===== src/rtl/crb_fifo.sv =====
// Small flip-flop queue with registered storage and count-based flags.
// Generic; used for the job queue and the result queue. No dependencies.
module crb_fifo #(
    parameter int WIDTH = 8,
    parameter int DEPTH = 2
) (
    input  logic             clk,
    input  logic             rst_n,
    input  logic             wr_en,
    input  logic [WIDTH-1:0] wr_data,
    output logic             full,
    input  logic             rd_en,
    output logic [WIDTH-1:0] rd_data,
    output logic             empty
);

    localparam int AW = (DEPTH > 1) ? $clog2(DEPTH) : 1;
    localparam int CW = $clog2(DEPTH + 1);

    logic [WIDTH-1:0] mem_reg [DEPTH];
    logic [AW-1:0]    wr_ptr_reg;
    logic [AW-1:0]    wr_ptr_next;
    logic [AW-1:0]    rd_ptr_reg;
    logic [AW-1:0]    rd_ptr_next;
    logic [CW-1:0]    count_reg;
    logic [CW-1:0]    count_next;
    logic             do_wr;
    logic             do_rd;

    assign full    = (count_reg == CW'(DEPTH));
    assign empty   = (count_reg == '0);
    assign do_wr   = wr_en && !full;
    assign do_rd   = rd_en && !empty;
    assign rd_data = mem_reg[rd_ptr_reg];

    always_comb
    begin
        wr_ptr_next = wr_ptr_reg;
        rd_ptr_next = rd_ptr_reg;
        count_next  = count_reg;
        if (do_wr)
        begin
            wr_ptr_next = (wr_ptr_reg == AW'(DEPTH - 1)) ? '0 : wr_ptr_reg + AW'(1);
        end
        if (do_rd)
        begin
            rd_ptr_next = (rd_ptr_reg == AW'(DEPTH - 1)) ? '0 : rd_ptr_reg + AW'(1);
        end
        if (do_wr && !do_rd)
        begin
            count_next = count_reg + CW'(1);
        end
        else if (do_rd && !do_wr)
        begin
            count_next = count_reg - CW'(1);
        end
    end

    always_ff @(posedge clk or negedge rst_n)
    begin
        if (!rst_n)
        begin
            wr_ptr_reg <= '0;
            rd_ptr_reg <= '0;
            count_reg  <= '0;
        end
        else
        begin
            wr_ptr_reg <= wr_ptr_next;
            rd_ptr_reg <= rd_ptr_next;
            count_reg  <= count_next;
        end
    end

    always_ff @(posedge clk)
    begin
        if (do_wr)
        begin
            mem_reg[wr_ptr_reg] <= wr_data;
        end
    end

endmodule


===== config.mk =====
export PLATFORM = sky130hd
export DESIGN_NAME = crb_fifo
export DESIGN_NICKNAME = d
export VERILOG_FILES = /design/src/rtl/crb_fifo.sv
export SDC_FILE = /design/constraint.sdc
export NUM_CORES = 1
export LEC_CHECK = 0
export ABC_AREA = 0
export BUFFER_PORTS_ARGS = -buffer_cell sky130_fd_sc_hd__buf_2
export CAP_MARGIN = 10
export CORE_MARGIN = 5
export CORE_UTILIZATION = 48
export CTS_CLUSTER_SIZE = 14
export DETAILED_ROUTE_END_ITERATION = 12
export PLACE_DENSITY = 0.71
export REMOVE_ABC_BUFFERS = 1
export SLEW_MARGIN = 0
export SYNTH_ARGS = -nofsm -noshare
export SYNTH_HDL_FRONTEND = slang
export SYNTH_SLANG_ARGS = --single-unit

===== constraint.sdc =====
create_clock -name clk -period 1.7 [get_ports clk]
set_clock_uncertainty 0.1 [all_clocks]
set_input_delay 0.255 -clock clk [delete_from_list [all_inputs] [get_ports clk]]
set_output_delay 0.255 -clock clk [all_outputs]
set_load 0.01 [all_outputs]

==> results.cfg <==
[run_status]
status = completed

[hold_path]
hp-start = wr_data[7]
hp-class = in -> reg

[clock_tree]
cts.sinks = 20
cts_buffer_depth = 2
cts_tree = yes
path_clk_slew_ns = 0.11
numCtsBuffers = 3
htreeDepth = 1
root_buffer = clkbuf_4
clock_latency_ns = 0.29

[final_layout]
final_cells = 87
antennaDiodeCount = 0
syn_to_final_growth_pct = 25.6
fillers = 118
largest_register_ffs = 16
finish.net_count = 85
most-common-layout-cells = buf_2, edfxtp_1, mux2_1
layout_commonest_cell = buf_2
drive_gt1_frac = 0.465

[setup_path]
path_delay_family = flip-flops
ff2ff_setup_slack_ns = 0.10
worstSetupStartpoint = rd_ptr_reg$_DFFE_PN0P_
critical_path_arrival_ns = 1.28
regToRegEndpoint = count_reg[1]$_DFFE_PN0P_
critPathBufInv = 1
endpoint = rd_data[7]
startpoint_type = flip-flop
path_depth = 2
end_kind = output pin
critPathMaxStageDelay_ns = 0.49
crit_chain = mux2_2 -> buf_2
crit_fanout = 9
worstPathRequired_ns = 1.34
rr_worst_depth = 7
timing.rr.start = count_reg[0]$_DFFE_PN0P_
cpMaxStageDelayCell = dfrtp_2
crit_type = reg -> out

[power]
p_int_mw = 1.21
pwr-share-clk = 0.220
ir_drop_v = 0.00110
seqPwrFrac = 0.465
pwr_density_cell_nw_per_um2 = 1740
swShare = 0.295
p_leak_nw = 0.414
switchingPower_mw = 0.505
share_comb_of_total_power = 0.315

[die]
dieArea_um2 = 2540
pin_count = 22
core-area_um2 = 1520
initial_core_util = 0.513
num_rows = 14
die_w_um = 50.4
die_h_um = 50.4

[grt]
grt_pass1_wl_um = 2130
grt_max_degree = 13
grt_pass1_vias = 482
grt_overflow = 0
grtUsageTotal = 0.110
antenna_found_initial = 0

[sta]
min_period_ns = 1.63
finalSetupViolations = 0
tightest_slew_ns = 0.370
drv_slew = 0
rsz0062_at_grt = true
timing.hold.ws_ns = 0.0382
hold_viol = 0
finalCritPeriodShare = 0.960
timing.fmax_ghz = 0.613
slew_headroom = 0.754

[routing]
via_per_inst = 5.07
wirelength_um = 1270
drt-wirelength-per-cell_um = 14.6
first_pass_iters = 4
ant_nets = 0
drc_errors = 0
vias = 441
drt_iter0_drc = 5

[logic_synthesis]
synth.yosys.seq_area_share = 0.742
synthCells = 44
synth_area_um2 = 782
ys_warn_count = 0
ys_ff_latch = 20
yosysUniqueCellTypes = 15
syn_avg_cell_area_um2 = 17.8

[placed_design]
hpwlAfterDp_um = 1010
place_inst = 81
place.gp.congestion = 0.712
io_buffers = 21

[run]
cap_violations = 0
## worst min-delay path by stage
stage                                           to  slack [ns]  depth (start not counted)
after detailed placement  count_reg[0]$_DFFE_PN0P_       -0.03                          1
after global routing       mem_reg[0][6]$_DFFE_PP_        0.02                          1
after CTS                  mem_reg[1][7]$_DFFE_PP_        0.03                          1
after global placement    count_reg[1]$_DFFE_PN0P_       -0.03                          1
final                      mem_reg[1][7]$_DFFE_PP_        0.04                          1
after floorplan           count_reg[0]$_DFFE_PN0P_       -0.14                          0
## layout make-up
cell class                      count  area (µm²)  share of cell area
Sequential cell                    20         583               0.594
Tap cell                           16        20.0              0.0204
Inverter                            2        7.51             0.00764
Clock inverter                      1        30.0              0.0306
Clock buffer                        3        22.5              0.0229
Timing Repair Buffer               24         130               0.132
Multi-Input combinational cell     21         189               0.192
## stage by stage
| step | setup WS (ns) | cell area [µm²] | TNS, ns | utilization | power (mW) |
|---|---|---|---|---|---|
| final | 0.0684 | 982 | 0 | 0.644 | 1.71 |
| after global routing | -0.0153 | 982 | -0.0541 | 0.644 | 1.82 |
| after CTS | 0.0329 | 973 | 0 | 0.639 | 1.72 |
| after detailed placement | 0.0865 | 910 | 0 | 0.597 | 1.34 |
| after global placement | 0.191 | 910 | 0 | 0.597 | 1.31 |
| after floorplan | 0.208 | 777 | 0 | - | 1.12 |
## kinds of logic after synthesis
group,Yosys count,share of synthesized area
xor gates and xnor gates,5,0.0656
and+or+nand+nor,6,0.0384
buffers and inverters,3,0.0160
AOI/OAI and AO/OA,1,0.00639
DFF,20,0.742
adders and majority gates,1,0.0160
muxes,8,0.115
## cells in the mapped netlist
master,n,share of area
xor2_1,2,0.022
nand2b_1,1,0.0080
mux2_1,6,0.086
xnor2_2,1,0.021
buf_2,1,0.0064
ha_1,1,0.016
o21ai_1,1,0.0064
edfxtp_1,16,0.61
nor2_1,3,0.014
inv_1,2,0.0096
and3_1,1,0.0080
xnor2_1,2,0.022
dfrtp_1,4,0.13
mux2_2,2,0.029
nand2_2,1,0.0080
## metal layers
metal,vias up,share of wire,GRT usage,wire length (µm)
met3,0,0.047,0.0296,59
met5,-,0,0,0
met2,12,0.57,0.199,717
li1,212,-,-,-
met4,0,0,0.0383,0
met1,217,0.39,0.124,490
## timing repair
item	4_1_cts	5_1_grt
cloned	0	0
setup endpoints to repair	8	9
endpoints found under the hold margin	4	0
resized for setup	1	1
buffers inserted	0	1
hold buffers	1	0
## power by group through the flow
stage / sequential (mW) / clock, mW / combinational (mW)
6_report: 0.796 / 0.377 / 0.539
5_1_grt: 0.817 / 0.412 / 0.594
4_1_cts: 0.800 / 0.388 / 0.532
3_5_place_dp: 0.807 / 0 / 0.529
3_3_place_gp: 0.796 / 0 / 0.512
2_1_floorplan: 0.776 / 0 / 0.347
Power figures use the tool's default switching activity.
