[src/rtl/crb_pkg.sv]
// Shared types, constants and helpers for the Chebyshev radial basis block.
// Used by every module in rtl/ but crb_fifo; depends on nothing else.
package crb_pkg;

    // Configuration register indexes.
    localparam logic [2:0] REG_INNER_CUT  = 3'd0;
    localparam logic [2:0] REG_OUTER_CUT  = 3'd1;
    localparam logic [2:0] REG_INV_SPAN   = 3'd2;
    localparam logic [2:0] REG_SCALING    = 3'd3;
    localparam logic [2:0] REG_BASIS_SIZE = 3'd4;

    // Reset values of the configuration registers.
    localparam logic [31:0]        RST_INNER_CUT  = 32'd33554432;
    localparam logic [31:0]        RST_OUTER_CUT  = 32'd83886080;
    localparam logic [31:0]        RST_INV_SPAN   = 32'd11184811;
    localparam logic signed [31:0] RST_SCALING    = 32'sd16777216;
    localparam logic [4:0]         RST_BASIS_SIZE = 5'd8;

    // Widths of the datapath.
    localparam int OPW   = 64;   // multiplier operand, signed
    localparam int PROD_W = 63;  // rounded and clamped product, signed
    localparam int ACC_W = 127;  // full magnitude product
    localparam int VAL_W = 48;   // result value, signed Q16.32

    // Products are clamped to this magnitude before any sum.
    localparam logic [61:0] PROD_LIM = 62'd1 << 61;

    // One in Q8.24 at product width.
    localparam logic signed [PROD_W-1:0] ONE_Q24 = 63'sd16777216;

    // Right shift applied when rounding a product.
    typedef logic [1:0] sh_t;
    localparam sh_t SH_15 = 2'd0;
    localparam sh_t SH_16 = 2'd1;
    localparam sh_t SH_23 = 2'd2;
    localparam sh_t SH_24 = 2'd3;

    // Work item handed from the front part to the back part.
    typedef struct packed {
        logic signed [32:0] e;   // distance minus outer cutoff
        logic signed [32:0] dm;  // distance minus inner cutoff
    } job_t;

    // Request to the shared multiplier.
    typedef struct packed {
        logic signed [OPW-1:0] a;
        logic signed [OPW-1:0] b;
        sh_t                   sh;
    } mul_req_t;

    // One result word.
    typedef struct packed {
        logic [3:0]              basis_index;
        logic signed [VAL_W-1:0] basis_value;
        logic signed [VAL_W-1:0] basis_derivative;
        logic                    last;
    } res_t;

    // Clamp a sum to the signed 48-bit result range.
    function automatic logic signed [VAL_W-1:0] sat48(input logic signed [63:0] v);
        logic signed [63:0] hi;
        logic signed [63:0] lo;
        hi = (64'sd1 <<< 47) - 64'sd1;
        lo = -(64'sd1 <<< 47);
        if (v > hi) begin
            return VAL_W'(hi);
        end
        if (v < lo) begin
            return VAL_W'(lo);
        end
        return VAL_W'(v);
    endfunction

endpackage

[src/rtl/crb_fifo.sv]
// Small flip-flop queue with registered storage and count-based flags.
// Generic; used for the job queue and the result queue. No dependencies.
module crb_fifo #(
    parameter int WIDTH = 8,
    parameter int DEPTH = 2
) (
    input  logic             clk,
    input  logic             rst_n,
    input  logic             wr_en,
    input  logic [WIDTH-1:0] wr_data,
    output logic             full,
    input  logic             rd_en,
    output logic [WIDTH-1:0] rd_data,
    output logic             empty
);

    localparam int AW = (DEPTH > 1) ? $clog2(DEPTH) : 1;
    localparam int CW = $clog2(DEPTH + 1);

    logic [WIDTH-1:0] mem_reg [DEPTH];
    logic [AW-1:0]    wr_ptr_reg;
    logic [AW-1:0]    wr_ptr_next;
    logic [AW-1:0]    rd_ptr_reg;
    logic [AW-1:0]    rd_ptr_next;
    logic [CW-1:0]    count_reg;
    logic [CW-1:0]    count_next;
    logic             do_wr;
    logic             do_rd;

    assign full    = (count_reg == CW'(DEPTH));
    assign empty   = (count_reg == '0);
    assign do_wr   = wr_en && !full;
    assign do_rd   = rd_en && !empty;
    assign rd_data = mem_reg[rd_ptr_reg];

    always_comb
    begin
        wr_ptr_next = wr_ptr_reg;
        rd_ptr_next = rd_ptr_reg;
        count_next  = count_reg;
        if (do_wr)
        begin
            wr_ptr_next = (wr_ptr_reg == AW'(DEPTH - 1)) ? '0 : wr_ptr_reg + AW'(1);
        end
        if (do_rd)
        begin
            rd_ptr_next = (rd_ptr_reg == AW'(DEPTH - 1)) ? '0 : rd_ptr_reg + AW'(1);
        end
        if (do_wr && !do_rd)
        begin
            count_next = count_reg + CW'(1);
        end
        else if (do_rd && !do_wr)
        begin
            count_next = count_reg - CW'(1);
        end
    end

    always_ff @(posedge clk or negedge rst_n)
    begin
        if (!rst_n)
        begin
            wr_ptr_reg <= '0;
            rd_ptr_reg <= '0;
            count_reg  <= '0;
        end
        else
        begin
            wr_ptr_reg <= wr_ptr_next;
            rd_ptr_reg <= rd_ptr_next;
            count_reg  <= count_next;
        end
    end

    always_ff @(posedge clk)
    begin
        if (do_wr)
        begin
            mem_reg[wr_ptr_reg] <= wr_data;
        end
    end

endmodule

[src/rtl/crb_front.sv]
// Front part: takes distance words, forms the offsets from both cutoffs and
// queues them for the back part. Uses crb_pkg and crb_fifo.
module crb_front
    import crb_pkg::*;
(
    input  logic        clk,
    input  logic        rst_n,
    input  logic        push,
    output logic        full,
    input  logic [31:0] distance,
    input  logic [31:0] inner_cut,
    input  logic [31:0] outer_cut,
    input  logic        job_pop,
    output logic        job_valid,
    output job_t        job
);

    job_t                     job_in;
    logic [$bits(job_t)-1:0]  job_raw;
    logic                     job_empty;

    // Both offsets are exact in 33 signed bits.
    assign job_in.e  = $signed({1'b0, distance}) - $signed({1'b0, outer_cut});
    assign job_in.dm = $signed({1'b0, distance}) - $signed({1'b0, inner_cut});

    crb_fifo #(
        .WIDTH ($bits(job_t)),
        .DEPTH (2)
    ) u_job_fifo (
        .clk     (clk),
        .rst_n   (rst_n),
        .wr_en   (push),
        .wr_data (job_in),
        .full    (full),
        .rd_en   (job_pop),
        .rd_data (job_raw),
        .empty   (job_empty)
    );

    assign job_valid = !job_empty;
    assign job       = job_t'(job_raw);

endmodule

[config.mk]
export PLATFORM = sky130hd
export DESIGN_NAME = crb_front
export DESIGN_NICKNAME = d
export VERILOG_FILES = /design/src/rtl/crb_pkg.sv /design/src/rtl/crb_fifo.sv /design/src/rtl/crb_front.sv
export SDC_FILE = /design/constraint.sdc
export NUM_CORES = 1
export LEC_CHECK = 0
export ABC_AREA = 1
export ABC_CLOCK_PERIOD_IN_PS = 10580
export BUFFER_PORTS_ARGS = -buffer_cell sky130_fd_sc_hd__buf_4
export CAP_MARGIN = 10
export CORE_MARGIN = 3
export CORE_UTILIZATION = 30
export CTS_CLUSTER_SIZE = 8
export DETAILED_ROUTE_END_ITERATION = 16
export PLACE_DENSITY = 0.57
export RECOVER_POWER = 100
export SETUP_SLACK_MARGIN = 0.05
export SYNTH_ARGS = -nofsm -noshare
export SYNTH_HDL_FRONTEND = slang
export SYNTH_SLANG_ARGS = --single-unit
export TNS_END_PERCENT = 5
[constraint.sdc]
create_clock -name clk -period 10.58 [get_ports clk]
set_input_delay 1.058 -clock clk [delete_from_list [all_inputs] [get_ports clk]]
set_output_delay 1.058 -clock clk [all_outputs]
set_load 0.05 [all_outputs]
==> impl_metrics.tcl, run 1 <==
set metrics [dict create \
    max_slew.worst_pin.slew_ns 3.10 \
    final_layout_size_suffix_gt1_share_pct 9.02 \
    final_period_minus_worst_setup_slack_ns 5.24 \
    dp_hpwl_mm 24.8 \
    fin_nets 1806 \
    cts_num_sinks 136 \
    ir_drop_mv 0.123 \
    maxSlewHeadroom_pct -107 \
    synth_top_family_by_area "simple AND/OR/NAND/NOR gates" \
    fp.dieH_um 190 \
    clk_root_buffer_cell "clkbuf_16" \
    grt_overflow 0 \
    post_cts_resized 0 \
    holdCritPathClass "in -> async" \
    leakage_power_nw 6.69 \
    setup_viol_count_final 0 \
    final_antenna_net_count 0 \
    net_count_synth 1632 \
    finalWirelength_mm 30.5 \
    layout_commonest_cell "nand2_1" \
    placement.io_buffers 167 \
    max_cap_violations 5 \
    crit_fanout 35 \
    post_synth_num_cell_types 29 \
    cts_setup_buffers 0 \
    fp-row-count 66 \
    postSynthAreaPerCell_um2 6.93 \
    critPathMaxStageDelay_ns 2.29 \
    fillCellCount 3568 \
    synth_sequential_area_ratio_pct 40.0 \
    tritoncts.num_buffers 17 \
    mostFrequentLayoutCells "nand2_1 (670), inv_1 (309), edfxtp_1 (132), buf_4 (95), nor2_1 (89)" \
    post_synth_and_or_nand_nor_area_fraction_pct 33.7 \
    first_pass_grt_wire_length_mm 47.4 \
    avgViaCountPerCell 4.35 \
    routed-via-count 9118 \
    largest_register_ffs 132 \
    fmaxAchievable_mhz 191 \
    path_class "in -> reg" \
    clock-skew-final_ns 0.0101 \
    synth-compound-area-share_pct 2.96 \
    cts_hold_buffers 0 \
    route.detailed.wl_per_inst_um 14.6 \
    ios 168 \
    areaGrowthSynthToFinish_pct 19.8 \
    post-layout-total-power_w 0.00273 \
    global_route.usage.total_pct 17.1 \
    grt_max_degree 67 \
    r2r_setup_slack_ns 5.59 \
    post_synth_main_area_contributors "edfxtp_1 (39%), nand2_1 (24%), inv_1 (11%), ha_1 (8.0%), nor2_1 (3.3%)" \
    post-route-period-util_pct 49.5 \
    critical_path.reg2reg.startpoint "u_job_fifo.count_reg[1]" \
    synthXorXnorAreaFrac_pct 2.67 \
    post_synthesis_cell_type_with_the_largest_combined_area "edfxtp_1" \
    failed_checks "max-capacitance violations, max-slew violations" \
    post_synth_mux_area_share_pct 0 \
    drt_drc_violations_left 0 \
    path_cells "clkbuf_4, o21ai_0, nor2_1, clkbuf_1" \
    fp.coreArea_um2 32900 \
    final_hold_viol_count 0 \
    timing_max_transition_violations_final 176 \
    reg2regPathDepth 4 \
    synthCells 1465 \
    clk_latency_ns 0.43 \
    slowest_stage "nor2_1" \
    fin_setup_tns_ns 0 \
    first_global_vias 9210 \
    insertedDiodeCount 0 \
    syn_area_um2 10200 \
    data_arrival_time_of_the_critical_path_ns 5.25 \
    reg_clk_slew_reported_paths_ns 0.06 \
    r2r-end "u_job_fifo.mem_reg[1][61]" \
    rsz0062_at_grt "no" \
    critical_path.endpoint_type "flip-flop" \
    place_congestion 0.882 \
    power_density_normalized_to_cell_area_nw_per_um2 225 \
    floorplan.die_area_um2 36100 \
    chipWidth_um 190 \
    status "finished, violations left" \
    drtIter0Drc 471 \
    critPathLaunchType "input port" \
    firstDrtPassIters 5 \
    required_ns 10.59 \
    area.sequential_um2 4070 \
    synthAdderAreaFrac_pct 8.40 \
    grt_antenna_before_repair 0 \
    fraction_of_synthesized_cell_area_taken_by_the_top_area_cell_type_pct 39.0 \
    postSynthRegisterBits 136 \
    htree_levels 4 \
    ys_warn_count 0 \
    bufs_on_longest_clock_path 2 \
    cts_tree "built" \
    initial_utilization_pct 30.8 \
    multi_input_combinational_cell_area_um2 4770 \
]
[synthesized netlist by cell type, drive strengths merged]
library cell,n
buf,9
nor2,93
xnor2,3
fa,2
ha,65
xor2,28
inv,311
nand3,54
edfxtp,132
nand4,12
nand3b,4
a21o,2
nor3,4
o21ai,4
a21oi,47
nand2,680
clkbuf,7
o21bai,2
dfrtp,4
and2,2
[where the power goes]
part / total (W) / internal, W / switching [W] / leakage, nW
combinational: 0.00131 / 0.000253 / 0.00105 / 5.11
clock: 0.000615 / 0.000340 / 0.000275 / 0.299
sequential: 0.000812 / 0.000782 / 0.0000298 / 1.27
[routing by layer]
metal	vias up	track usage (%)	part of all wire, %
li1	4813	-	-
met1	4091	21.0	44
met4	0	6.71	3.2
met2	164	30.2	49
met3	50	2.47	3.3
met5	-	0	0
[stage by stage]
step	cell area (µm²)	setup slack (ns)	util (%)	hold WS [ns]	std cells
4_1_cts	12500	7.15	38.0	0.388	2094
5_1_grt	12200	4.88	36.9	0.451	2094
6_report	12200	5.34	36.9	0.452	2094
3_3_place_gp	11900	7.25	36.2	0.507	2062
3_5_place_dp	11900	7.21	36.2	0.522	2062
2_1_floorplan	10200	6.11	-	0.482	1465
[cell families (layout without fill, tap and decap cells)]
family                     count (synthesis)  after routing
and+or+nand+nor                          849            849
buffers and inverters                    327            514
DFF                                      136            136
adders and majority gates                 67             67
AOI/OAI and AO/OA                         55             55
xor gates and xnor gates                  31             31
[how the worst max path moves through the flow]
stage / to / startpoint / depth (start not counted) / slack [ns]
after floorplan: u_job_fifo.mem_reg[1][0] / push / 2 / 6.11
after global placement: u_job_fifo.mem_reg[1][61] / push / 4 / 7.25
after detailed placement: u_job_fifo.mem_reg[1][61] / push / 4 / 7.21
after CTS: job[55] / u_job_fifo.rd_ptr_reg / 5 / 7.15
after global routing: u_job_fifo.mem_reg[1][64] / push / 4 / 4.88
final: u_job_fifo.mem_reg[1][61] / push / 4 / 5.34
[area by class of cell]
type                    count  share of cell area (%)
inverters                 311                    9.59
repair buffers            171                    8.26
multi-input cells        1002                    39.2
clock buffers              17                    3.50
well taps                 442                    4.54
clock inverters            15                    1.48
flip-flops and latches    136                    33.4
[worst max-delay path: cells and delay by family]
family                 cells  cell delay, ns
and+or+nand+nor            1            2.29
buffers and inverters      2            1.70
AOI/OAI and AO/OA          1            0.16
Note: power is estimated with default switching activity, not from simulation.
==> run 2, diff against run 1 <==
- ABC_CLOCK_PERIOD_IN_PS: 10580 -> 5300
- clock period: 10.58 -> 5.3 ns (I/O delays scaled with it)
==> run 2 against run 1 <==
Effect of this change:
- the run still ends with max-capacitance violations, max-slew violations left
- first-iteration DRC count shrank 1.9%
- cell count grew 0.14%
- count of clock-buffer cells in the layout is the same
- register-to-register slack lost 4.0 ns
- global-route usage grew 0.27 points
- critical path type is now reg -> reg
==> impl_metrics.tcl, run 2 (synthesized netlist as in run 1, its figures left out) <==
set metrics [dict create \
    path_class "reg -> reg" \
    max_cap_violations 2 \
    routed-via-count 9172 \
    fin_nets 1809 \
    critPathLaunchType "flip-flop" \
    tritoncts.num_buffers 17 \
    fp.coreArea_um2 32900 \
    detailroute.wirelength.met2_mm 15.5 \
    slowest_stage "nor2_1" \
    setup_viol_count_final 0 \
    holdCritPathClass "in -> reg" \
    dp_hpwl_mm 25.0 \
    critPathMaxStageDelay_ns 1.73 \
    initial_utilization_pct 30.8 \
    path_cells "inv_1, o21ai_0, nor2_1, clkbuf_2" \
    firstDrtPassIters 6 \
    status "finished, violations left" \
    insertedDiodeCount 0 \
    rsz0062_at_grt "no" \
    cts_tree "built" \
    post-route-period-util_pct 70.8 \
    drt_drc_violations_left 0 \
    place_congestion 0.900 \
    wl_met1_mm 13.4 \
    final_antenna_net_count 0 \
    bufs_on_longest_clock_path 2 \
    grt_max_degree 67 \
    avgViaCountPerCell 4.37 \
    final_period_minus_worst_setup_slack_ns 3.75 \
    mostFrequentLayoutCells "nand2_1 (671), inv_1 (309), edfxtp_1 (132), buf_4 (98), nor2_1 (89)" \
    ios 168 \
    power_density_normalized_to_cell_area_nw_per_um2 448 \
    data_arrival_time_of_the_critical_path_ns 3.80 \
    max_slew.worst_pin.slew_ns 2.41 \
    drtIter0Drc 462 \
    placed_cell_area_um2 11900 \
    post_cts_resized 0 \
    post_route_cell_area_um2 12200 \
    fp.dieH_um 190 \
    grt_overflow 0 \
    first_pass_grt_wire_length_mm 48.1 \
    final_util_pct 37.0 \
    maxSlewHeadroom_pct -61.4 \
    floorplan.die_area_um2 36100 \
    dr_wl_met3_mm 1.07 \
    post-layout-total-power_w 0.00546 \
    numPlacedInstances 2064 \
    first_global_vias 9386 \
    clk_root_buffer_cell "clkbuf_16" \
    cts_num_sinks 136 \
    crit_fanout 31 \
    clock-skew-final_ns 0.0158 \
    final_layout_size_suffix_gt1_share_pct 9.12 \
    htree_levels 4 \
    route.detailed.wl_per_inst_um 14.7 \
    required_ns 5.35 \
    failed_checks "max-capacitance violations, max-slew violations" \
    placement.io_buffers 167 \
    grt_antenna_before_repair 0 \
    layout_commonest_cell "nand2_1" \
    leakage_power_nw 6.69 \
    topRoutingLayerUsed "met4" \
    reg_clk_slew_reported_paths_ns 0.06 \
    critical_path.endpoint_type "flip-flop" \
    final_hold_viol_count 0 \
    largest_register_ffs 132 \
    fin_setup_tns_ns 0 \
    global_route.usage.total_pct 17.4 \
    chipWidth_um 190 \
    cts_setup_buffers 0 \
    areaGrowthSynthToFinish_pct 20.0 \
    fmaxAchievable_mhz 267 \
    clk_latency_ns 0.44 \
    timing_max_transition_violations_final 59 \
    finalWirelength_mm 30.8 \
    final_cell_count_no_fill 2097 \
    ir_drop_mv 0.281 \
    fp-row-count 66 \
]
-- run 2: cell types whose count changed in the layout (fill, tap and decap cells not counted) --
cell	change
clkinv_8	-1
clkbuf_4	-1
clkbuf_2	+1
nand2_2	-1
dlygate4sd3_1	+1
nand2_1	+1
clkinvlp_4	+3
buf_4	+3
inv_8	+1
clkinv_4	-2
inv_6	-1
clkbuf_1	-1
-- run 2: layout make-up --
type                    count  area [µm²]
flip-flops and latches    136        4070
multi-input cells        1002        4770
well taps                 442         553
clock inverters            15         171
inverters                 311        1170
fillers                  3584       20800
clock buffers              17         425
repair buffers            174        1030
-- run 2: power breakdown --
| part | internal, W | total (W) | switching, W |
|---|---|---|---|
| Clock | 0.000674 | 0.00123 | 0.000553 |
| Sequential | 0.00155 | 0.00161 | 0.0000615 |
| Combinational | 0.000508 | 0.00262 | 0.00212 |
| Total | 0.00273 | 0.00546 | 0.00273 |
-- run 2: worst max-delay path: cells and delay by family, from the launching register on --
kind                   cells  cell delay (ns)
AOI/OAI and AO/OA          1             0.17
DFF                        1             0.36
and+or+nand+nor            1             1.73
buffers and inverters      2             1.07
-- run 2: repair_timing --
action,CTS,global route
endpoints found under the hold margin,4,0
hold buffers,1,0
endpoints found under the setup margin,0,0
-- run 2: final timing paths --
check	start	endpoint	cells after the start	slack, ns
setup / recovery	u_job_fifo.count_reg[1]	u_job_fifo.mem_reg[0][60]	4	1.55
hold / removal	job_pop	u_job_fifo.rd_ptr_reg	3	0.41
setup reg to reg	u_job_fifo.count_reg[1]	u_job_fifo.mem_reg[0][60]	4	1.55
hold reg to reg	u_job_fifo.count_reg[0]	u_job_fifo.count_reg[0]	1	0.53
max in group asynchronous	rst_n	u_job_fifo.rd_ptr_reg	2	4.62
min in group asynchronous	rst_n	u_job_fifo.rd_ptr_reg	2	0.47
-- run 2: per-layer routing --
layer,vias up,GRT usage (%)
met2,175,31.7
met5,-,0
met4,0,5.63
met1,4136,21.0
li1,4811,-
met3,50,2.41
-- run 2: through the flow --
stage	hold WS (ns)	setup WS (ns)
6_report	0.414	1.55
5_1_grt	0.400	1.17
4_1_cts	0.397	2.38
3_5_place_dp	0.333	2.64
3_3_place_gp	0.330	2.68
2_1_floorplan	0.234	1.36
