<file path="config.mk">
export PLATFORM = sky130hd
export DESIGN_NAME = crb_back
export DESIGN_NICKNAME = d
export VERILOG_FILES = /design/src/rtl/crb_pkg.sv /design/src/rtl/crb_mul.sv /design/src/rtl/crb_back.sv
export SDC_FILE = /design/constraint.sdc
export NUM_CORES = 2
export LEC_CHECK = 0
export BUFFER_PORTS_ARGS = -buffer_cell sky130_fd_sc_hd__buf_4
export CORE_UTILIZATION = 59
export DETAILED_ROUTE_END_ITERATION = 16
export HOLD_SLACK_MARGIN = 0.08
export PLACE_DENSITY = 0.79
export SYNTH_ARGS = -nofsm -noshare
export SYNTH_HDL_FRONTEND = slang
export SYNTH_SLANG_ARGS = --single-unit
</file>
<file path="constraint.sdc">
create_clock -name clk -period 15 [get_ports clk]
set_input_delay 0.75 -clock clk [delete_from_list [all_inputs] [get_ports clk]]
set_output_delay 0.75 -clock clk [all_outputs]
set_load 0.02 [all_outputs]
</file>
<file path="src/rtl/crb_pkg.sv">
// Shared types, constants and helpers for the Chebyshev radial basis block.
// Used by every module in rtl/ but crb_fifo; depends on nothing else.
package crb_pkg;

    // Configuration register indexes.
    localparam logic [2:0] REG_INNER_CUT  = 3'd0;
    localparam logic [2:0] REG_OUTER_CUT  = 3'd1;
    localparam logic [2:0] REG_INV_SPAN   = 3'd2;
    localparam logic [2:0] REG_SCALING    = 3'd3;
    localparam logic [2:0] REG_BASIS_SIZE = 3'd4;

    // Reset values of the configuration registers.
    localparam logic [31:0]        RST_INNER_CUT  = 32'd33554432;
    localparam logic [31:0]        RST_OUTER_CUT  = 32'd83886080;
    localparam logic [31:0]        RST_INV_SPAN   = 32'd11184811;
    localparam logic signed [31:0] RST_SCALING    = 32'sd16777216;
    localparam logic [4:0]         RST_BASIS_SIZE = 5'd8;

    // Widths of the datapath.
    localparam int OPW   = 64;   // multiplier operand, signed
    localparam int PROD_W = 63;  // rounded and clamped product, signed
    localparam int ACC_W = 127;  // full magnitude product
    localparam int VAL_W = 48;   // result value, signed Q16.32

    // Products are clamped to this magnitude before any sum.
    localparam logic [61:0] PROD_LIM = 62'd1 << 61;

    // One in Q8.24 at product width.
    localparam logic signed [PROD_W-1:0] ONE_Q24 = 63'sd16777216;

    // Right shift applied when rounding a product.
    typedef logic [1:0] sh_t;
    localparam sh_t SH_15 = 2'd0;
    localparam sh_t SH_16 = 2'd1;
    localparam sh_t SH_23 = 2'd2;
    localparam sh_t SH_24 = 2'd3;

    // Work item handed from the front part to the back part.
    typedef struct packed {
        logic signed [32:0] e;   // distance minus outer cutoff
        logic signed [32:0] dm;  // distance minus inner cutoff
    } job_t;

    // Request to the shared multiplier.
    typedef struct packed {
        logic signed [OPW-1:0] a;
        logic signed [OPW-1:0] b;
        sh_t                   sh;
    } mul_req_t;

    // One result word.
    typedef struct packed {
        logic [3:0]              basis_index;
        logic signed [VAL_W-1:0] basis_value;
        logic signed [VAL_W-1:0] basis_derivative;
        logic                    last;
    } res_t;

    // Clamp a sum to the signed 48-bit result range.
    function automatic logic signed [VAL_W-1:0] sat48(input logic signed [63:0] v);
        logic signed [63:0] hi;
        logic signed [63:0] lo;
        hi = (64'sd1 <<< 47) - 64'sd1;
        lo = -(64'sd1 <<< 47);
        if (v > hi) begin
            return VAL_W'(hi);
        end
        if (v < lo) begin
            return VAL_W'(lo);
        end
        return VAL_W'(v);
    endfunction

endpackage

</file>
<file path="src/rtl/crb_mul.sv">
// Shared multi-cycle multiplier: |a|*|b| from four 32x32 partial products,
// rounded half away from zero, shifted, clamped to 2^61 and signed. Uses crb_pkg.
module crb_mul
    import crb_pkg::*;
(
    input  logic                     clk,
    input  logic                     rst_n,
    input  logic                     start,
    input  mul_req_t                 req,
    output logic                     done,
    output logic signed [PROD_W-1:0] p
);

    localparam logic [2:0] M_IDLE = 3'd0;
    localparam logic [2:0] M_P0   = 3'd1;
    localparam logic [2:0] M_P1   = 3'd2;
    localparam logic [2:0] M_P2   = 3'd3;
    localparam logic [2:0] M_P3   = 3'd4;
    localparam logic [2:0] M_ACC  = 3'd5;
    localparam logic [2:0] M_RND  = 3'd6;
    localparam logic [2:0] M_OUT  = 3'd7;

    logic [2:0]              state_reg;
    logic [2:0]              state_next;
    logic                    done_reg;
    logic                    done_next;
    logic [OPW-1:0]          ma_reg;
    logic [OPW-1:0]          ma_next;
    logic [OPW-1:0]          mb_reg;
    logic [OPW-1:0]          mb_next;
    logic                    neg_reg;
    logic                    neg_next;
    sh_t                     sh_reg;
    sh_t                     sh_next;
    logic [63:0]             prod_reg;
    logic [63:0]             prod_next;
    logic [ACC_W-1:0]        acc_reg;
    logic [ACC_W-1:0]        acc_next;
    logic [ACC_W-1:0]        rnd_reg;
    logic [ACC_W-1:0]        rnd_next;
    logic signed [PROD_W-1:0] p_reg;
    logic signed [PROD_W-1:0] p_next;
    logic [31:0]             pa;
    logic [31:0]             pb;
    logic [ACC_W-1:0]        half;
    logic [ACC_W-1:0]        quo;
    logic [61:0]             qc;

    assign done = done_reg;
    assign p    = p_reg;

    // Operand halves for the partial product of this step.
    always_comb
    begin
        pa = ma_reg[31:0];
        pb = mb_reg[31:0];
        case (state_reg)
            M_P1:
            begin
                pb = mb_reg[63:32];
            end
            M_P2:
            begin
                pa = ma_reg[63:32];
            end
            M_P3:
            begin
                pa = ma_reg[63:32];
                pb = mb_reg[63:32];
            end
            default:
            begin
                pa = ma_reg[31:0];
                pb = mb_reg[31:0];
            end
        endcase
    end

    always_comb
    begin
        case (sh_reg)
            SH_15:
            begin
                half = ACC_W'(1) << 14;
                quo  = rnd_reg >> 15;
            end
            SH_16:
            begin
                half = ACC_W'(1) << 15;
                quo  = rnd_reg >> 16;
            end
            SH_23:
            begin
                half = ACC_W'(1) << 22;
                quo  = rnd_reg >> 23;
            end
            default:
            begin
                half = ACC_W'(1) << 23;
                quo  = rnd_reg >> 24;
            end
        endcase
        qc = (quo > ACC_W'(PROD_LIM)) ? PROD_LIM : quo[61:0];
    end

    always_comb
    begin
        state_next = state_reg;
        done_next  = 1'b0;
        ma_next    = ma_reg;
        mb_next    = mb_reg;
        neg_next   = neg_reg;
        sh_next    = sh_reg;
        prod_next  = prod_reg;
        acc_next   = acc_reg;
        rnd_next   = rnd_reg;
        p_next     = p_reg;
        case (state_reg)
            M_IDLE:
            begin
                if (start)
                begin
                    ma_next    = req.a[OPW-1] ? OPW'(0) - OPW'(req.a) : OPW'(req.a);
                    mb_next    = req.b[OPW-1] ? OPW'(0) - OPW'(req.b) : OPW'(req.b);
                    neg_next   = req.a[OPW-1] ^ req.b[OPW-1];
                    sh_next    = req.sh;
                    state_next = M_P0;
                end
            end
            M_P0:
            begin
                prod_next  = 64'(pa) * 64'(pb);
                state_next = M_P1;
            end
            M_P1:
            begin
                acc_next   = ACC_W'(prod_reg);
                prod_next  = 64'(pa) * 64'(pb);
                state_next = M_P2;
            end
            M_P2:
            begin
                acc_next   = acc_reg + (ACC_W'(prod_reg) << 32);
                prod_next  = 64'(pa) * 64'(pb);
                state_next = M_P3;
            end
            M_P3:
            begin
                acc_next   = acc_reg + (ACC_W'(prod_reg) << 32);
                prod_next  = 64'(pa) * 64'(pb);
                state_next = M_ACC;
            end
            M_ACC:
            begin
                acc_next   = acc_reg + (ACC_W'(prod_reg) << 64);
                state_next = M_RND;
            end
            M_RND:
            begin
                rnd_next   = acc_reg + half;
                state_next = M_OUT;
            end
            M_OUT:
            begin
                p_next     = neg_reg ? PROD_W'(0) - PROD_W'(qc) : PROD_W'(qc);
                done_next  = 1'b1;
                state_next = M_IDLE;
            end
            default:
            begin
                state_next = M_IDLE;
            end
        endcase
    end

    always_ff @(posedge clk or negedge rst_n)
    begin
        if (!rst_n)
        begin
            state_reg <= M_IDLE;
            done_reg  <= 1'b0;
        end
        else
        begin
            state_reg <= state_next;
            done_reg  <= done_next;
        end
    end

    always_ff @(posedge clk)
    begin
        ma_reg   <= ma_next;
        mb_reg   <= mb_next;
        neg_reg  <= neg_next;
        sh_reg   <= sh_next;
        prod_reg <= prod_next;
        acc_reg  <= acc_next;
        rnd_reg  <= rnd_next;
        p_reg    <= p_next;
    end

endmodule

</file>
<file path="src/rtl/crb_back.sv">
// Back part: sequencer that runs the Chebyshev recurrences for one job at a
// time on the shared multiplier and emits one result word per basis index.
// Uses crb_pkg and crb_mul.
module crb_back
    import crb_pkg::*;
#(
    parameter int MAX_BASIS_SIZE = 16
) (
    input  logic               clk,
    input  logic               rst_n,
    input  logic               job_valid,
    input  job_t               job,
    output logic               job_pop,
    input  logic [31:0]        inverse_half_span,
    input  logic signed [31:0] scaling,
    input  logic [4:0]         basis_size,
    input  logic               res_full,
    output logic               res_push,
    output res_t               res
);

    localparam int IW = $clog2(MAX_BASIS_SIZE);
    localparam int CW = $clog2(MAX_BASIS_SIZE + 1);
    localparam int NW = (CW > 5) ? CW : 5;

    localparam logic [3:0] ST_IDLE = 4'd0;
    localparam logic [3:0] ST_KSI  = 4'd1;
    localparam logic [3:0] ST_E2   = 4'd2;
    localparam logic [3:0] ST_V0   = 4'd3;
    localparam logic [3:0] ST_D0   = 4'd4;
    localparam logic [3:0] ST_EMIT = 4'd5;
    localparam logic [3:0] ST_T1   = 4'd6;
    localparam logic [3:0] ST_T2   = 4'd7;
    localparam logic [3:0] ST_D1   = 4'd8;
    localparam logic [3:0] ST_V1   = 4'd9;
    localparam logic [3:0] ST_DA   = 4'd10;
    localparam logic [3:0] ST_DB   = 4'd11;
    localparam logic [3:0] ST_VA   = 4'd12;

    logic [3:0]               state_reg;
    logic [3:0]               state_next;
    logic                     issued_reg;
    logic                     issued_next;
    logic [IW-1:0]            idx_reg;
    logic [IW-1:0]            idx_next;
    logic signed [32:0]       e_reg;
    logic signed [32:0]       e_next;
    logic signed [32:0]       dm_reg;
    logic signed [32:0]       dm_next;
    logic signed [41:0]       ksi_reg;
    logic signed [41:0]       ksi_next;
    logic signed [51:0]       e2_reg;
    logic signed [51:0]       e2_next;
    logic signed [63:0]       acc_reg;
    logic signed [63:0]       acc_next;
    logic signed [VAL_W-1:0]  vcur_reg;
    logic signed [VAL_W-1:0]  vcur_next;
    logic signed [VAL_W-1:0]  dcur_reg;
    logic signed [VAL_W-1:0]  dcur_next;
    logic signed [VAL_W-1:0]  v1_reg;
    logic signed [VAL_W-1:0]  v1_next;
    logic signed [VAL_W-1:0]  v2_reg;
    logic signed [VAL_W-1:0]  v2_next;
    logic signed [VAL_W-1:0]  d1_reg;
    logic signed [VAL_W-1:0]  d1_next;
    logic signed [VAL_W-1:0]  d2_reg;
    logic signed [VAL_W-1:0]  d2_next;

    logic                     mul_start;
    mul_req_t                 mul_req;
    logic                     mul_done;
    logic signed [PROD_W-1:0] mul_p;
    logic [NW-1:0]            bs_ext;
    logic [IW-1:0]            last_idx;
    logic                     is_last;

    crb_mul u_mul (
        .clk   (clk),
        .rst_n (rst_n),
        .start (mul_start),
        .req   (mul_req),
        .done  (mul_done),
        .p     (mul_p)
    );

    // Basis size is clamped to the range two to MAX_BASIS_SIZE.
    assign bs_ext = NW'(basis_size);
    always_comb
    begin
        if (bs_ext < NW'(2))
        begin
            last_idx = IW'(1);
        end
        else if (bs_ext > NW'(MAX_BASIS_SIZE))
        begin
            last_idx = IW'(MAX_BASIS_SIZE - 1);
        end
        else
        begin
            last_idx = IW'(bs_ext - NW'(1));
        end
    end

    assign is_last = (idx_reg == last_idx);

    assign res.basis_index      = 4'(idx_reg);
    assign res.basis_value      = vcur_reg;
    assign res.basis_derivative = dcur_reg;
    assign res.last             = is_last;

    // Operands of the product that belongs to each step.
    always_comb
    begin
        mul_req.a  = '0;
        mul_req.b  = '0;
        mul_req.sh = SH_24;
        case (state_reg)
            ST_KSI:
            begin
                mul_req.a = OPW'(dm_reg);
                mul_req.b = OPW'(inverse_half_span);
            end
            ST_E2:
            begin
                mul_req.a  = OPW'(e_reg);
                mul_req.b  = OPW'(e_reg);
                mul_req.sh = SH_16;
            end
            ST_V0:
            begin
                mul_req.a = OPW'(scaling);
                mul_req.b = OPW'(e2_reg);
            end
            ST_D0:
            begin
                mul_req.a  = OPW'(scaling);
                mul_req.b  = OPW'(e_reg);
                mul_req.sh = SH_15;
            end
            ST_T1:
            begin
                mul_req.a = OPW'(inverse_half_span);
                mul_req.b = OPW'(e2_reg);
            end
            ST_T2:
            begin
                mul_req.a  = OPW'(ksi_reg);
                mul_req.b  = OPW'(e_reg);
                mul_req.sh = SH_15;
            end
            ST_D1:
            begin
                mul_req.a = OPW'(scaling);
                mul_req.b = acc_reg;
            end
            ST_V1:
            begin
                mul_req.a = OPW'(ksi_reg);
                mul_req.b = OPW'(v1_reg);
            end
            ST_DA:
            begin
                mul_req.a  = OPW'(inverse_half_span);
                mul_req.b  = OPW'(v1_reg);
                mul_req.sh = SH_23;
            end
            ST_DB:
            begin
                mul_req.a  = OPW'(ksi_reg);
                mul_req.b  = OPW'(d1_reg);
                mul_req.sh = SH_23;
            end
            ST_VA:
            begin
                mul_req.a  = OPW'(ksi_reg);
                mul_req.b  = OPW'(v1_reg);
                mul_req.sh = SH_23;
            end
            default:
            begin
                mul_req.sh = SH_24;
            end
        endcase
    end

    always_comb
    begin
        state_next  = state_reg;
        issued_next = issued_reg;
        idx_next    = idx_reg;
        e_next      = e_reg;
        dm_next     = dm_reg;
        ksi_next    = ksi_reg;
        e2_next     = e2_reg;
        acc_next    = acc_reg;
        vcur_next   = vcur_reg;
        dcur_next   = dcur_reg;
        v1_next     = v1_reg;
        v2_next     = v2_reg;
        d1_next     = d1_reg;
        d2_next     = d2_reg;
        mul_start   = 1'b0;
        job_pop     = 1'b0;
        res_push    = 1'b0;
        case (state_reg)
            ST_IDLE:
            begin
                if (job_valid)
                begin
                    job_pop    = 1'b1;
                    e_next     = job.e;
                    dm_next    = job.dm;
                    idx_next   = '0;
                    state_next = ST_KSI;
                end
            end
            ST_EMIT:
            begin
                if (!res_full)
                begin
                    res_push = 1'b1;
                    v2_next  = v1_reg;
                    v1_next  = vcur_reg;
                    d2_next  = d1_reg;
                    d1_next  = dcur_reg;
                    idx_next = idx_reg + IW'(1);
                    if (is_last)
                    begin
                        state_next = ST_IDLE;
                    end
                    else if (idx_reg == '0)
                    begin
                        state_next = ST_T1;
                    end
                    else
                    begin
                        state_next = ST_DA;
                    end
                end
            end
            default:
            begin
                // Every other step issues one product and waits for it.
                if (!issued_reg)
                begin
                    mul_start   = 1'b1;
                    issued_next = 1'b1;
                end
                else if (mul_done)
                begin
                    issued_next = 1'b0;
                    case (state_reg)
                        ST_KSI:
                        begin
                            ksi_next   = 42'(mul_p - ONE_Q24);
                            state_next = ST_E2;
                        end
                        ST_E2:
                        begin
                            e2_next    = 52'(mul_p);
                            state_next = ST_V0;
                        end
                        ST_V0:
                        begin
                            vcur_next  = sat48(64'(mul_p));
                            state_next = ST_D0;
                        end
                        ST_D0:
                        begin
                            dcur_next  = sat48(64'(mul_p));
                            state_next = ST_EMIT;
                        end
                        ST_T1:
                        begin
                            acc_next   = 64'(mul_p);
                            state_next = ST_T2;
                        end
                        ST_T2:
                        begin
                            acc_next   = acc_reg + 64'(mul_p);
                            state_next = ST_D1;
                        end
                        ST_D1:
                        begin
                            dcur_next  = sat48(64'(mul_p));
                            state_next = ST_V1;
                        end
                        ST_V1:
                        begin
                            vcur_next  = sat48(64'(mul_p));
                            state_next = ST_EMIT;
                        end
                        ST_DA:
                        begin
                            acc_next   = 64'(mul_p);
                            state_next = ST_DB;
                        end
                        ST_DB:
                        begin
                            dcur_next  = sat48(acc_reg + 64'(mul_p) - 64'(d2_reg));
                            state_next = ST_VA;
                        end
                        ST_VA:
                        begin
                            vcur_next  = sat48(64'(mul_p) - 64'(v2_reg));
                            state_next = ST_EMIT;
                        end
                        default:
                        begin
                            state_next = ST_IDLE;
                        end
                    endcase
                end
            end
        endcase
    end

    always_ff @(posedge clk or negedge rst_n)
    begin
        if (!rst_n)
        begin
            state_reg  <= ST_IDLE;
            issued_reg <= 1'b0;
            idx_reg    <= '0;
        end
        else
        begin
            state_reg  <= state_next;
            issued_reg <= issued_next;
            idx_reg    <= idx_next;
        end
    end

    always_ff @(posedge clk)
    begin
        e_reg    <= e_next;
        dm_reg   <= dm_next;
        ksi_reg  <= ksi_next;
        e2_reg   <= e2_next;
        acc_reg  <= acc_next;
        vcur_reg <= vcur_next;
        dcur_reg <= dcur_next;
        v1_reg   <= v1_next;
        v2_reg   <= v2_next;
        d1_reg   <= d1_next;
        d2_reg   <= d2_next;
    end

endmodule

</file>
==> flow_summary.toml <==
[clock_network]
clkSinkCount = 1008
numCtsBuffers = 112
cts_resized = 0
path_clk_slew_ns = 0.07
htreeDepth = 3
cts_hold_buf = 1
clk_latency_ns = 0.81
cts_root_buf = "clkbuf_16"
cts_setup_buffers = 0
cts_tree = "done"
ctsLongestPathBuffers = 3

[worst_setup_path]
cp.arrival_ns = 12.21
critPathMaxFanout = 62
path_class = "flop to flop"
endpoint_kind = "flop"
critPathMaxStageDelay_ns = 0.86
critPathRequiredTime_ns = 15.54
cpMostUsedCell = "fa_1"
startpoint_type = "flop"
critPathSlowestCell = "buf_4"

[timing]
rsz0062_at_grt = "false"
period_needed_ns = 11.67
tightest_slew_ns = 1.49
final-hold-violation-count = 0
max-slew-margin-rel_pct = -0.555
setup_viol = 0
finalSetupTns_ns = 0
final.setup_skew_ns = 0.0433
fmax_mhz = 85.7
drv_slew = 1
fin_crit_sh_pct = 77.8

[grt]
grt_max_degree = 123
grt_overflow = 0
grt_use_total_pct = 44.9
antenna_found_initial = 24
grt_pass1_vias = 82600
grt_pass1_wl_um = 553000

[yosys]
synth_mux_area_share_pct = 2.62
synth_fa_ha_area_share_pct = 25.8
synth_seq_cells = 1008
synth_edf_count = 995
synth_ff_type = "edfxtp_1"
synthSimpleGateAreaFrac_pct = 15.3
synth_area_um2 = 98900
seq_area_frac_synth_pct = 30.5
synthArstFlopShare_pct = 1.29
syn_avg_cell_area_um2 = 9.59
ys_warn_count = 0
synth_compound_area_share_pct = 14.0
synth_top_family_by_area = "adder cells"
synthXorXnorAreaFrac_pct = 5.50
synthCells = 10300
ys_types = 128

[routing]
drtPass1Iterations = 8
route.detailed.drc = 0
vias_per_cell = 6.71
drtIter0Drc = 12600
ant_nets = 0
dr_total_vias = 85100
drt-total-wl_um = 382000
wl_per_cell_um = 30.1

[finish]
final_common_cell = "nand2_1"
area_growth_syn_to_layout_pct = 8.21
fin_area_um2 = 107000
largest_register_ffs = 113
instances_no_fill = 12700
final_cell_mix = "1,288 x nand2_1, 1,088 x inv_1, 995 x edfxtp_1"
final_nets = 12000
layout-drive-gt1-share_pct = 8.39

[floorplanning]
rows = 149
fp.dieW_um = 411
ios = 242
die_y_um = 411
core_area_um2 = 166000
initial_utilization_pct = 59.7
die_area_um2 = 169000

[place]
place_congestion = 1.10
io_buffers = 241
dpl-instance-area_um2 = 103000
place_inst = 12500
dp_hpwl_um = 295000

[hold_path]
min_path_type = "primary input to flop"

[job]
drv_cap = 1

[status]
violations = "max-capacitance violations, max-slew violations"
status = "finished, violations left"
-- cell usage after synthesis (all sizes together), types with 31 or more instances --
master / n / share of area [%]
nand4: 131 / 0.83
or3: 42 / 0.27
and2: 94 / 0.59
o2bb2ai: 31 / 0.27
o21a: 55 / 0.42
a31oi: 48 / 0.30
nor4: 70 / 0.52
nand2: 1292 / 4.9
or2: 32 / 0.20
o22ai: 101 / 0.64
nor2b: 53 / 0.34
a21oi: 627 / 3.2
fa: 902 / 18
nand2b: 99 / 0.63
nor2: 906 / 3.4
a221oi: 33 / 0.30
mux2: 68 / 0.77
mux2i: 70 / 0.71
nand3: 228 / 1.2
xor2: 267 / 2.4
xnor2: 349 / 3.1
a22oi: 81 / 0.61
nor3: 132 / 0.71
a21o: 227 / 1.7
a211oi: 40 / 0.30
o21ai: 394 / 2.0
mux4: 48 / 1.1
a221o: 40 / 0.40
clkbuf: 385 / 1.5
o31ai: 56 / 0.47
buf: 125 / 0.70
and3: 97 / 0.61
o211ai: 48 / 0.36
edfxtp: 995 / 30
ha: 593 / 7.5
inv: 1089 / 4.1
o21bai: 67 / 0.51
-- area by class of cell --
| type | instances | area [um^2] |
|---|---|---|
| diodes | 14 | 35.0 |
| well taps | 2189 | 2740 |
| clock inverters | 75 | 846 |
| inverters | 1090 | 4090 |
| fillers | 13400 | 58700 |
| clock buffers | 136 | 2930 |
| multi-input cells | 7725 | 62800 |
| repair buffers | 447 | 3370 |
| flip-flops and latches | 1008 | 30200 |
-- per-layer routing --
metal | wire [um] | vias up | track usage (%)
met4 | 21000 | 26 | 20.4
met1 | 146000 | 41700 | 60.9
met3 | 58700 | 1199 | 17.7
met2 | 156000 | 6221 | 62.9
li1 | - | 35900 | -
met5 | 254 | - | 0.198
-- metrics by stage --
step	setup WS [ns]	utilization, %	hold slack (ns)
3_3_place_gp	3.95	62.3	0.423
2_1_floorplan	4.48	-	0.418
4_1_cts	3.65	64.6	0.110
5_1_grt	2.90	64.6	0.121
6_report	3.33	64.6	0.147
3_5_place_dp	3.74	62.3	0.436
-- critical path: cells and delay by family (launching register included) --
kind	cells	cell delay, ns
AOI/OAI and AO/OA	10	3.03
xor gates and xnor gates	1	0.13
adders and majority gates	9	4.61
buffers and inverters	9	1.78
DFF	1	0.77
muxes	1	0.35
and+or+nand+nor	4	0.69
-- final timing paths --
check,from,to,slack (ns),depth (start not counted)
max,u_mul.state_reg[2],u_mul.prod_reg[63],3.33,34
min,job[6],dm_reg[6],0.15,1
max reg2reg,u_mul.state_reg[2],u_mul.prod_reg[63],3.33,34
min reg2reg,dcur_reg[5],d1_reg[5],0.45,0
max in group asynchronous,rst_n,state_reg[2],14.16,2
min in group asynchronous,rst_n,state_reg[3],0.46,2
-- kinds of logic (layout without fill, tap and decap cells) --
group,count (synthesis),in the layout
AO/OA/AOI/OAI,2112,2112
XOR/XNOR,617,617
adder cells (fa/ha/maj),1496,1496
buffers and inverters,1600,1748
flip-flops,1008,1008
multiplexers,186,186
other,1,36
AND/OR/NAND/NOR,3292,3292
Power is not shown: default switching activity piles up to over one toggle a cycle in this logic, so the estimate is an artifact.
